`src/hw/rtl/tga_pkg.sv`:
```
// tga_pkg: shared types and constants for the targa stream decoder
// parser phases, header byte offsets, result and divider structs
// no dependencies
package tga_pkg;

  typedef enum logic [2:0] {
    PH_HEADER,
    PH_IDSKIP,
    PH_PACKET,
    PH_PIXEL,
    PH_IGNORE
  } phase_t;

  typedef enum logic [1:0] {
    KIND_PIXEL  = 2'd0,
    KIND_HEADER = 2'd1,
    KIND_ERROR  = 2'd2
  } kind_t;

  localparam logic [2:0] ERR_NONE      = 3'd0;
  localparam logic [2:0] ERR_BAD_TYPE  = 3'd1;
  localparam logic [2:0] ERR_COLORMAP  = 3'd2;
  localparam logic [2:0] ERR_BAD_BPP   = 3'd3;
  localparam logic [2:0] ERR_TRUNCATED = 3'd4;
  localparam logic [2:0] ERR_EMPTY     = 3'd5;

  localparam logic [7:0] IMG_RGB  = 8'd2;
  localparam logic [7:0] IMG_GRAY = 8'd3;
  localparam logic [7:0] IMG_RLE  = 8'd10;

  localparam logic [7:0] BPP_8  = 8'd8;
  localparam logic [7:0] BPP_24 = 8'd24;
  localparam logic [7:0] BPP_32 = 8'd32;

  localparam logic [2:0] PIX_BYTES_GRAY = 3'd1;
  localparam logic [2:0] PIX_BYTES_RGBA = 3'd4;

  localparam logic [4:0] HDR_ID_LEN = 5'd0;
  localparam logic [4:0] HDR_CMAP   = 5'd1;
  localparam logic [4:0] HDR_TYPE   = 5'd2;
  localparam logic [4:0] HDR_W_LO   = 5'd12;
  localparam logic [4:0] HDR_W_HI   = 5'd13;
  localparam logic [4:0] HDR_H_LO   = 5'd14;
  localparam logic [4:0] HDR_H_HI   = 5'd15;
  localparam logic [4:0] HDR_BPP    = 5'd16;
  localparam logic [4:0] HDR_DESC   = 5'd17;

  localparam int ATTR_TOP_BIT = 5;
  localparam int PKT_RUN_BIT  = 7;

  localparam logic [7:0] ALPHA_OPAQUE = 8'hff;

  localparam int DIV_STEPS = 4;
  localparam int TDATA_W   = 112;

  typedef struct packed {
    kind_t       kind;
    logic [7:0]  red;
    logic [7:0]  green;
    logic [7:0]  blue;
    logic [7:0]  alpha;
    logic [7:0]  repeat_count;
    logic [15:0] dest_row;
    logic [15:0] dest_column;
    logic [15:0] image_width;
    logic [15:0] image_height;
    logic [2:0]  error_code;
    logic        image_done;
  } res_t;

  typedef struct packed {
    logic        start;
    logic        clear;
    logic [16:0] dividend;
    logic [15:0] divisor;
  } div_req_t;

  typedef struct packed {
    logic        done;
    logic [7:0]  quo;
    logic [15:0] rem;
  } div_res_t;

endpackage

```
`src/hw/rtl/tga_div.sv`:
```
// tga_div: small iterative divider for run repositioning
// eight quotient bits, four per cycle; done pulses once the last quotient bit is in
// depends on tga_pkg
module tga_div (
  input  logic              clk,
  input  logic              rst_n,
  input  tga_pkg::div_req_t req,
  output tga_pkg::div_res_t res
);
  import tga_pkg::*;

  logic        busy_r, busy_nxt;
  logic        step_r, step_nxt;
  logic        done_r, done_nxt;
  logic [15:0] rem_r, rem_nxt;
  logic [7:0]  dvd_r, dvd_nxt;
  logic [7:0]  quo_r, quo_nxt;

  always_comb begin
    logic [16:0] trial;
    logic [15:0] r;
    logic [7:0]  d;
    logic [7:0]  q;
    r        = rem_r;
    d        = dvd_r;
    q        = quo_r;
    busy_nxt = busy_r;
    step_nxt = step_r;
    done_nxt = busy_r && step_r;
    for (int i = 0; i < DIV_STEPS; i++) begin
      trial = {r, d[7]};
      d     = {d[6:0], 1'b0};
      if (trial >= {1'b0, req.divisor}) begin
        r = 16'(trial - {1'b0, req.divisor});
        q = {q[6:0], 1'b1};
      end else begin
        r = trial[15:0];
        q = {q[6:0], 1'b0};
      end
    end
    rem_nxt = rem_r;
    dvd_nxt = dvd_r;
    quo_nxt = quo_r;
    if (req.clear) begin
      busy_nxt = 1'b0;
      step_nxt = 1'b0;
      done_nxt = 1'b0;
    end else if (req.start) begin
      busy_nxt = 1'b1;
      step_nxt = 1'b0;
      rem_nxt  = {7'd0, req.dividend[16:8]};
      dvd_nxt  = req.dividend[7:0];
      quo_nxt  = 8'd0;
    end else if (busy_r) begin
      rem_nxt  = r;
      dvd_nxt  = d;
      quo_nxt  = q;
      step_nxt = ~step_r;
      if (step_r) begin
        busy_nxt = 1'b0;
      end
    end
  end

  always_ff @(posedge clk) begin
    if (!rst_n) begin
      busy_r <= 1'b0;
      step_r <= 1'b0;
      done_r <= 1'b0;
    end else begin
      busy_r <= busy_nxt;
      step_r <= step_nxt;
      done_r <= done_nxt;
    end
    rem_r <= rem_nxt;
    dvd_r <= dvd_nxt;
    quo_r <= quo_nxt;
  end

  assign res.done = done_r;
  assign res.quo  = quo_r;
  assign res.rem  = rem_r;

endmodule

```
`src/hw/rtl/tga_parse.sv`:
```
// tga_parse: byte-wise header parser, packet decoder and pixel placement
// one accepted byte updates the parse state and may produce one result
// depends on tga_pkg and tga_div
module tga_parse (
  input  logic          clk,
  input  logic          rst_n,
  input  logic          in_fire,
  input  logic [7:0]    data_byte,
  input  logic          stream_end,
  output logic          res_valid,
  output tga_pkg::res_t res
);
  import tga_pkg::*;

  phase_t      phase_r, phase_nxt, phase_adv;
  logic [4:0]  hdr_idx_r, hdr_idx_nxt;
  logic [7:0]  img_kind_r, img_kind_nxt;
  logic [7:0]  id_left_r, id_left_nxt;
  logic        cmap_r, cmap_nxt;
  logic [15:0] width_r, width_nxt;
  logic [15:0] height_r, height_nxt;
  logic [7:0]  bpp_r, bpp_nxt;
  logic        top_r, top_nxt;
  logic [31:0] color_r, color_nxt;
  logic [1:0]  pbi_r, pbi_nxt;
  logic [7:0]  pkt_left_r, pkt_left_nxt;
  logic        pkt_run_r, pkt_run_nxt;
  logic [15:0] row_r, row_nxt;
  logic [15:0] col_r, col_nxt;
  logic [31:0] pix_left_r, pix_left_nxt;

  div_req_t    div_req;
  div_res_t    div_res;

  logic [2:0]  pix_bytes;
  logic [31:0] acc_new;
  logic        last_byte;
  logic        is_rle;
  logic [7:0]  run_cnt;
  logic [7:0]  cnt;
  logic        img_done;
  logic [7:0]  pkt_next;
  logic [2:0]  hdr_code;
  logic        bpp_ok;
  phase_t      data_phase;
  logic [31:0] pix_total;
  logic [16:0] col_inc;

  tga_div u_div (
    .clk   (clk),
    .rst_n (rst_n),
    .req   (div_req),
    .res   (div_res)
  );

  assign pix_bytes  = bpp_r[5:3];
  assign acc_new    = color_r | ({24'd0, data_byte} << {pbi_r, 3'b000});
  assign last_byte  = ({1'b0, pbi_r} + 3'd1) >= pix_bytes;
  assign is_rle     = img_kind_r == IMG_RLE;
  assign run_cnt    = (pix_left_r < {24'd0, pkt_left_r}) ? pix_left_r[7:0] : pkt_left_r;
  assign cnt        = (is_rle && pkt_run_r) ? run_cnt : 8'd1;
  assign img_done   = {24'd0, cnt} == pix_left_r;
  assign pkt_next   = !is_rle ? pkt_left_r : (pkt_run_r ? 8'd0 : 8'(pkt_left_r - 8'd1));
  assign data_phase = is_rle ? PH_PACKET : PH_PIXEL;
  assign pix_total  = {16'd0, width_r} * {16'd0, height_r};
  assign col_inc    = {1'b0, col_r} + 17'd1;

  assign bpp_ok = (bpp_r == BPP_24) || (bpp_r == BPP_32) ||
                  (bpp_r == BPP_8 && img_kind_r == IMG_GRAY);

  always_comb begin
    if (img_kind_r != IMG_RGB && img_kind_r != IMG_GRAY && img_kind_r != IMG_RLE) begin
      hdr_code = ERR_BAD_TYPE;
    end else if (cmap_r) begin
      hdr_code = ERR_COLORMAP;
    end else if (!bpp_ok) begin
      hdr_code = ERR_BAD_BPP;
    end else if (width_r == 16'd0 || height_r == 16'd0) begin
      hdr_code = ERR_EMPTY;
    end else begin
      hdr_code = ERR_NONE;
    end
  end

  // next phase
  always_comb begin
    phase_adv = phase_r;
    if (in_fire) begin
      unique case (phase_r)
        PH_HEADER: begin
          if (hdr_idx_r == HDR_DESC) begin
            if (hdr_code != ERR_NONE) begin
              phase_adv = PH_IGNORE;
            end else if (id_left_r != 8'd0) begin
              phase_adv = PH_IDSKIP;
            end else begin
              phase_adv = data_phase;
            end
          end
        end
        PH_IDSKIP: begin
          if (id_left_r == 8'd1) begin
            phase_adv = data_phase;
          end
        end
        PH_PACKET: phase_adv = PH_PIXEL;
        PH_PIXEL: begin
          if (last_byte) begin
            if (img_done) begin
              phase_adv = PH_IGNORE;
            end else if (is_rle && pkt_next == 8'd0) begin
              phase_adv = PH_PACKET;
            end
          end
        end
        PH_IGNORE: phase_adv = PH_IGNORE;
        default:   phase_adv = PH_HEADER;
      endcase
    end
    phase_nxt = (in_fire && stream_end) ? PH_HEADER : phase_adv;
  end

  // datapath and result
  always_comb begin
    hdr_idx_nxt  = hdr_idx_r;
    img_kind_nxt = img_kind_r;
    id_left_nxt  = id_left_r;
    cmap_nxt     = cmap_r;
    width_nxt    = width_r;
    height_nxt   = height_r;
    bpp_nxt      = bpp_r;
    top_nxt      = top_r;
    color_nxt    = color_r;
    pbi_nxt      = pbi_r;
    pkt_left_nxt = pkt_left_r;
    pkt_run_nxt  = pkt_run_r;
    row_nxt      = row_r;
    col_nxt      = col_r;
    pix_left_nxt = pix_left_r;
    res_valid    = 1'b0;
    res          = '0;
    div_req.start    = 1'b0;
    div_req.clear    = 1'b0;
    div_req.dividend = {1'b0, col_r} + {9'd0, cnt};
    div_req.divisor  = width_r;

    if (div_res.done) begin
      col_nxt = div_res.rem;
      row_nxt = top_r ? 16'(row_r + {8'd0, div_res.quo}) : 16'(row_r - {8'd0, div_res.quo});
    end

    if (in_fire) begin
      unique case (phase_r)
        PH_HEADER: begin
          unique case (hdr_idx_r)
            HDR_ID_LEN: id_left_nxt = data_byte;
            HDR_CMAP:   cmap_nxt = data_byte != 8'd0;
            HDR_TYPE:   img_kind_nxt = data_byte;
            HDR_W_LO:   width_nxt[7:0] = data_byte;
            HDR_W_HI:   width_nxt[15:8] = data_byte;
            HDR_H_LO:   height_nxt[7:0] = data_byte;
            HDR_H_HI:   height_nxt[15:8] = data_byte;
            HDR_BPP: begin
              bpp_nxt      = data_byte;
              pix_left_nxt = pix_total;
            end
            HDR_DESC: begin
              top_nxt          = data_byte[ATTR_TOP_BIT];
              res_valid        = 1'b1;
              res.image_width  = width_r;
              res.image_height = height_r;
              if (hdr_code != ERR_NONE) begin
                res.kind       = KIND_ERROR;
                res.error_code = hdr_code;
              end else begin
                res.kind = KIND_HEADER;
                row_nxt  = data_byte[ATTR_TOP_BIT] ? 16'd0 : 16'(height_r - 16'd1);
                col_nxt  = 16'd0;
              end
            end
            default: ;
          endcase
          if (hdr_idx_r != HDR_DESC) begin
            hdr_idx_nxt = 5'(hdr_idx_r + 5'd1);
          end
        end
        PH_IDSKIP: id_left_nxt = 8'(id_left_r - 8'd1);
        PH_PACKET: begin
          pkt_left_nxt = {1'b0, data_byte[6:0]} + 8'd1;
          pkt_run_nxt  = data_byte[PKT_RUN_BIT];
          color_nxt    = 32'd0;
          pbi_nxt      = 2'd0;
        end
        PH_PIXEL: begin
          if (!last_byte) begin
            color_nxt = acc_new;
            pbi_nxt   = 2'(pbi_r + 2'd1);
          end else begin
            res_valid        = 1'b1;
            res.kind         = KIND_PIXEL;
            res.blue         = acc_new[7:0];
            res.green        = (pix_bytes == PIX_BYTES_GRAY) ? acc_new[7:0] : acc_new[15:8];
            res.red          = (pix_bytes == PIX_BYTES_GRAY) ? acc_new[7:0] : acc_new[23:16];
            res.alpha        = (pix_bytes == PIX_BYTES_RGBA) ? acc_new[31:24] : ALPHA_OPAQUE;
            res.repeat_count = cnt;
            res.dest_row     = row_r;
            res.dest_column  = col_r;
            res.image_width  = width_r;
            res.image_height = height_r;
            res.image_done   = img_done;
            color_nxt        = 32'd0;
            pbi_nxt          = 2'd0;
            pkt_left_nxt     = pkt_next;
            pix_left_nxt     = pix_left_r - {24'd0, cnt};
            if (cnt == 8'd1) begin
              if (col_inc == {1'b0, width_r}) begin
                col_nxt = 16'd0;
                row_nxt = top_r ? 16'(row_r + 16'd1) : 16'(row_r - 16'd1);
              end else begin
                col_nxt = col_inc[15:0];
              end
            end else begin
              div_req.start = 1'b1;
            end
          end
        end
        PH_IGNORE: ;
        default: ;
      endcase

      if (stream_end) begin
        if (phase_adv != PH_IGNORE) begin
          res_valid        = 1'b1;
          res              = '0;
          res.kind         = KIND_ERROR;
          res.error_code   = ERR_TRUNCATED;
          res.image_width  = width_nxt;
          res.image_height = height_nxt;
        end
        hdr_idx_nxt   = 5'd0;
        img_kind_nxt  = 8'd0;
        id_left_nxt   = 8'd0;
        cmap_nxt      = 1'b0;
        width_nxt     = 16'd0;
        height_nxt    = 16'd0;
        bpp_nxt       = 8'd0;
        top_nxt       = 1'b0;
        color_nxt     = 32'd0;
        pbi_nxt       = 2'd0;
        pkt_left_nxt  = 8'd0;
        pkt_run_nxt   = 1'b0;
        row_nxt       = 16'd0;
        col_nxt       = 16'd0;
        pix_left_nxt  = 32'd0;
        div_req.start = 1'b0;
        div_req.clear = 1'b1;
      end
    end
  end

  always_ff @(posedge clk) begin
    if (!rst_n) begin
      phase_r    <= PH_HEADER;
      hdr_idx_r  <= 5'd0;
      img_kind_r <= 8'd0;
      id_left_r  <= 8'd0;
      cmap_r     <= 1'b0;
      width_r    <= 16'd0;
      height_r   <= 16'd0;
      bpp_r      <= 8'd0;
      top_r      <= 1'b0;
      color_r    <= 32'd0;
      pbi_r      <= 2'd0;
      pkt_left_r <= 8'd0;
      pkt_run_r  <= 1'b0;
      row_r      <= 16'd0;
      col_r      <= 16'd0;
      pix_left_r <= 32'd0;
    end else begin
      phase_r    <= phase_nxt;
      hdr_idx_r  <= hdr_idx_nxt;
      img_kind_r <= img_kind_nxt;
      id_left_r  <= id_left_nxt;
      cmap_r     <= cmap_nxt;
      width_r    <= width_nxt;
      height_r   <= height_nxt;
      bpp_r      <= bpp_nxt;
      top_r      <= top_nxt;
      color_r    <= color_nxt;
      pbi_r      <= pbi_nxt;
      pkt_left_r <= pkt_left_nxt;
      pkt_run_r  <= pkt_run_nxt;
      row_r      <= row_nxt;
      col_r      <= col_nxt;
      pix_left_r <= pix_left_nxt;
    end
  end

endmodule

```
`src/hw/rtl/tga_image_decoder.sv`:
```
// tga_image_decoder: top level of the targa stream decoder
// byte input stream, registered result stream; depends on tga_pkg and tga_parse
//
// Feed the bytes of one targa file, one item per byte, with tlast on the final
// byte; the decoder then clears itself for the next file. It takes one byte
// every clock and answers with at most one result item per byte, registered in
// a single output register; a byte is taken whenever that register is empty or
// being drained, so throughput is one byte per cycle unless the sink stalls.
// A run packet is repositioned by a divider that works in the background,
// hidden behind the packet and color bytes that must follow it. Results:
// tuser 0 is a pixel run, 1 header accepted, 2 error report; tlast marks the
// run that completes the image.
module tga_image_decoder (
  input  logic                         clk,
  input  logic                         rst_n,
  input  logic [7:0]                   in_tdata,   // data_byte
  input  logic                         in_tlast,
  input  logic                         in_tvalid,
  output logic                         in_tready,
  // red, green, blue, alpha, repeat_count, dest_row, dest_column,
  // image_width, image_height, error_code, zero fill
  output logic [tga_pkg::TDATA_W-1:0]  out_tdata,
  output logic [1:0]                   out_tuser,  // kind
  output logic                         out_tlast,
  output logic                         out_tvalid,
  input  logic                         out_tready
);
  import tga_pkg::*;

  logic  in_fire;
  logic  res_valid;
  res_t  res;
  res_t  out_r, out_nxt;
  logic  out_valid_r, out_valid_nxt;

  assign in_tready = !out_valid_r || out_tready;
  assign in_fire   = in_tvalid && in_tready;

  tga_parse u_parse (
    .clk        (clk),
    .rst_n      (rst_n),
    .in_fire    (in_fire),
    .data_byte  (in_tdata),
    .stream_end (in_tlast),
    .res_valid  (res_valid),
    .res        (res)
  );

  always_comb begin
    out_nxt       = out_r;
    out_valid_nxt = out_valid_r;
    if (in_fire && res_valid) begin
      out_nxt       = res;
      out_valid_nxt = 1'b1;
    end else if (out_tready) begin
      out_valid_nxt = 1'b0;
    end
  end

  always_ff @(posedge clk) begin
    if (!rst_n) begin
      out_valid_r <= 1'b0;
    end else begin
      out_valid_r <= out_valid_nxt;
    end
    out_r <= out_nxt;
  end

  assign out_tvalid = out_valid_r;
  assign out_tuser  = out_r.kind;
  assign out_tlast  = out_r.image_done;
  assign out_tdata  = {5'd0, out_r.error_code, out_r.image_height, out_r.image_width,
                       out_r.dest_column, out_r.dest_row, out_r.repeat_count,
                       out_r.alpha, out_r.blue, out_r.green, out_r.red};

endmodule

```
`config.mk`:
```
export PLATFORM = sky130hd
export DESIGN_NAME = tga_image_decoder
export DESIGN_NICKNAME = d
export VERILOG_FILES = /design/src/hw/rtl/tga_pkg.sv /design/src/hw/rtl/tga_div.sv /design/src/hw/rtl/tga_parse.sv /design/src/hw/rtl/tga_image_decoder.sv
export SDC_FILE = /design/constraint.sdc
export NUM_CORES = 2
export LEC_CHECK = 0
export ABC_AREA = 0
export BUFFER_PORTS_ARGS = -buffer_cell sky130_fd_sc_hd__buf_4
export CAP_MARGIN = 0
export CORE_UTILIZATION = 50
export DETAILED_ROUTE_END_ITERATION = 6
export PLACE_DENSITY = 0.67
export SYNTH_ARGS = -nofsm -noshare
export SYNTH_HDL_FRONTEND = slang
export SYNTH_SLANG_ARGS = --single-unit
```
`constraint.sdc`:
```
create_clock -name clk -period 26.6 [get_ports clk]
set_input_delay 5.32 -clock clk [delete_from_list [all_inputs] [get_ports clk]]
set_output_delay 5.32 -clock clk [all_outputs]
set_load 0.05 [all_outputs]
```
==> metrics.yaml <==
clock_network:
  path_clk_slew_ns: 0.07
  post_cts_buffers: 0
  numCtsBuffers: 41
  insertion_delay_ns: 0.58
  cts_max_level: 2
  cts_resized: 0
  cts_tree: "done"
  clock-sinks: 319
  root_buffer: "clkbuf_16"
  clock_path_buffers: 3
  hold_buffers: 0
synth:
  async_reset_ff_share_pct: 0
  synth_edf_count: 142
  syn_inst: 3408
  yosysUniqueCellTypes: 90
  syn_avg_cell_area_sq_um: 8.71
  synth_seq_area_share_pct: 26.3
  synth-seq-cells: 319
  synth_area_sq_mm: 0.0297
  yosysWarnings: 0
  synthFlopType: "dfxtp_1"
flow_run:
  cap_violations: 0
detailed_routing:
  drt_iter0_drc: 2074
  wl_mm: 92.1
  wire_per_inst_microns: 21.8
  ant_nets: 0
  drc: 0
  vias: 25500
  firstDrtPassIters: 6
  via_per_inst: 6.04
sta:
  grt_setup_unrepaired: "no"
  fmax_ghz: 0.0767
  final-hold-violation-count: 0
  timing.final.max_slew_violations: 0
  skew_ns: 0.0336
  relSlewSlack_pct: 13.5
  tightest_slew_ns: 1.29
  final.min_clock_period_ns: 13.04
  setup_tns_ns: 0
  setup_viol: 0
  min_period_over_period_pct: 49.0
  whs_ns: 0.445
critical_path:
  path_common_cell: "ha_1"
  max_stage_delay_ns: 0.83
  startpoint_type: "register"
  path_depth: 40
  crit_family: "compound AO/OA/AOI/OAI gates"
  ff2ff_path_depth: 40
  cpMaxStageDelayCell: "a21oi_2"
  critPathRequiredTime_ns: 27.00
  crit_fanout: 27
  crit_type: "register to register"
  path_buf_inv: 4
  cp-end-kind: "register"
  crit_arrival_ns: 13.45
die:
  fp-row-count: 88
  start_util_pct: 51.1
  die_height_microns: 246
  ios: 130
  coreArea_sq_mm: 0.0581
  dieArea_sq_mm: 0.0604
  die_w_microns: 246
cells_and_area:
  ff_latch_area_sq_mm: 0.00781
  drive_gt1_share_pct: 8.64
  fin_nets: 3880
  mostFrequentLayoutCells: "nand2_1 (348), inv_1 (335), nor2_1 (275), ha_1 (238), a21oi_1 (209)"
  syn_to_final_growth_pct: 9.75
  final_common_cell: "nand2_1"
  filler_cell_count: 5255
  utilization_pct: 56.1
  multiInputGateArea_sq_mm: 0.0199
  antenna_cells: 0
power_and_ir_drop:
  seq_power_share_pct: 43.2
  p_per_area_mw_per_mm2: 37.3
  p_int_uw: 904
  switchingPower_uw: 312
  switching_share_pct: 25.6
  clock_power_share_pct: 48.5
  power_leakage_nw: 13.5
  ir_worst_vdd_uv: 60.7
  p_comb_share_pct: 8.4
global_routing:
  grt_pass1_wl_mm: 144
  use_met1_pct: 42.1
  grt_max_degree: 93
  met2_usage_pct: 48.3
  antenna_found_initial: 3
  grt_pass1_vias: 25100
  gr-max-usage-layer: "met2"
  grt_usage_pct: 30.6
  grt_overflow: 0
  grt.met3_usage_pct: 3.92
hold_path:
  hold_depth: 2
  hold_path_class: "register to register"
placement:
  place_hpwl_mm: 70.6
  place.gp.congestion: 0.959
  port_buffers: 124
outcome:
  status: "complete, no violations"
registers in the layout (all words and copies together) (netlist names), 2 cells and up:
| register | count |
|---|---|
| u_parse.pkt_left_r | 8 |
| u_parse.u_div.quo_r | 8 |
| u_parse.height_r | 16 |
| u_parse.pix_left_r | 32 |
| u_parse.u_div.dvd_r | 8 |
| u_parse.col_r | 16 |
| u_parse.bpp_r | 8 |
| out_tuser | 2 |
| u_parse.phase_r | 3 |
| u_parse.u_div.rem_r | 16 |
| u_parse.color_r | 32 |
| u_parse.width_r | 16 |
| u_parse.hdr_idx_r | 5 |
| u_parse.img_kind_r | 8 |
| u_parse.pbi_r | 2 |
| u_parse.row_r | 16 |
| out_tdata | 107 |
| u_parse.id_left_r | 8 |
worst min-delay path: stages, from the launching register on:
cell,delay (ns)
dfxtp_1,0.33
nand2_1,0.06
nor2_1,0.03
stage by stage:
stage                     total power, mW  area, sq um  setup WS (ns)  std cells
after floorplan                     0.605        29700          14.08       3412
after global placement              0.634        31200          13.93       4149
after detailed placement            0.635        31200          13.70       4149
final                                1.22        32600          13.56       4225
after CTS                            1.22        32600          13.67       4225
after global routing                 1.25        32600          12.76       4225
kinds of logic (layout without fill, tap and decap cells):
kind of cell / after synthesis / in the layout / share of synthesized area, %
fa+ha+maj: 440 / 440 / 23.6
simple gates: 1108 / 1108 / 18.0
other cells: 1 / 5 / 0.0126
compound gates: 738 / 738 / 16.6
buf+inv: 528 / 576 / 6.81
xor+xnor: 167 / 167 / 4.93
flops: 319 / 319 / 26.3
mux: 107 / 107 / 3.76
cells in the mapped netlist, drive strengths merged (10+ instances only):
cell type | n | share of area [%]
a211oi | 36 | 0.91
a21boi | 23 | 0.58
a21o | 43 | 1.1
a21oi | 212 | 3.6
a22o | 44 | 1.3
a22oi | 17 | 0.43
a31oi | 18 | 0.38
a32o | 24 | 0.81
and2 | 130 | 2.7
and3 | 20 | 0.42
buf | 33 | 0.55
clkbuf | 157 | 2.0
dfxtp | 177 | 12
edfxtp | 142 | 14
fa | 202 | 14
ha | 238 | 10
inv | 335 | 4.2
mux2 | 37 | 1.4
mux2i | 70 | 2.4
nand2 | 349 | 4.4
nand2b | 31 | 0.65
nand3 | 44 | 0.76
nand4 | 25 | 0.53
nor2 | 276 | 3.5
nor2b | 59 | 1.2
nor3 | 76 | 1.3
nor3b | 10 | 0.25
nor4 | 30 | 0.68
o211ai | 13 | 0.33
o21a | 27 | 0.68
o21ai | 148 | 2.5
o21bai | 13 | 0.33
o22ai | 35 | 0.88
or2 | 10 | 0.21
or3 | 15 | 0.33
xnor2 | 109 | 3.2
xor2 | 58 | 1.7
final timing paths:
path,from,to,slack (ns)
hold reg to reg,u_parse.u_div.step_r,u_parse.u_div.done_r,0.45
setup / recovery,u_parse.width_r[6],u_parse.u_div.rem_r[0],13.56
setup reg to reg,u_parse.width_r[6],u_parse.u_div.rem_r[0],13.56
hold / removal,u_parse.u_div.step_r,u_parse.u_div.done_r,0.45
final cells by class:
cell class	count	area share [%]
clock buffer	55	3.57
clock inverter	21	0.818
inverter	338	3.89
multi-input combinational	2565	61.1
sequential	319	24.0
tap	765	2.94
timing repair buffer	162	3.73
layer usage:
layer	wire length, microns	part of all wire (%)
met1	39900	43
met2	41800	45
met3	6570	7.1
met4	3810	4.1
met5	0	0
power groups by stage:
| stage | registers [mW] | clock network (mW) | logic (mW) |
|---|---|---|---|
| 5_1_grt | 0.526 | 0.614 | 0.107 |
| 6_report | 0.525 | 0.589 | 0.102 |
| 2_1_floorplan | 0.556 | 0 | 0.0487 |
| 4_1_cts | 0.525 | 0.595 | 0.0999 |
| 3_5_place_dp | 0.536 | 0 | 0.0995 |
| 3_3_place_gp | 0.535 | 0 | 0.0984 |
(Power assumes the default switching activity.)
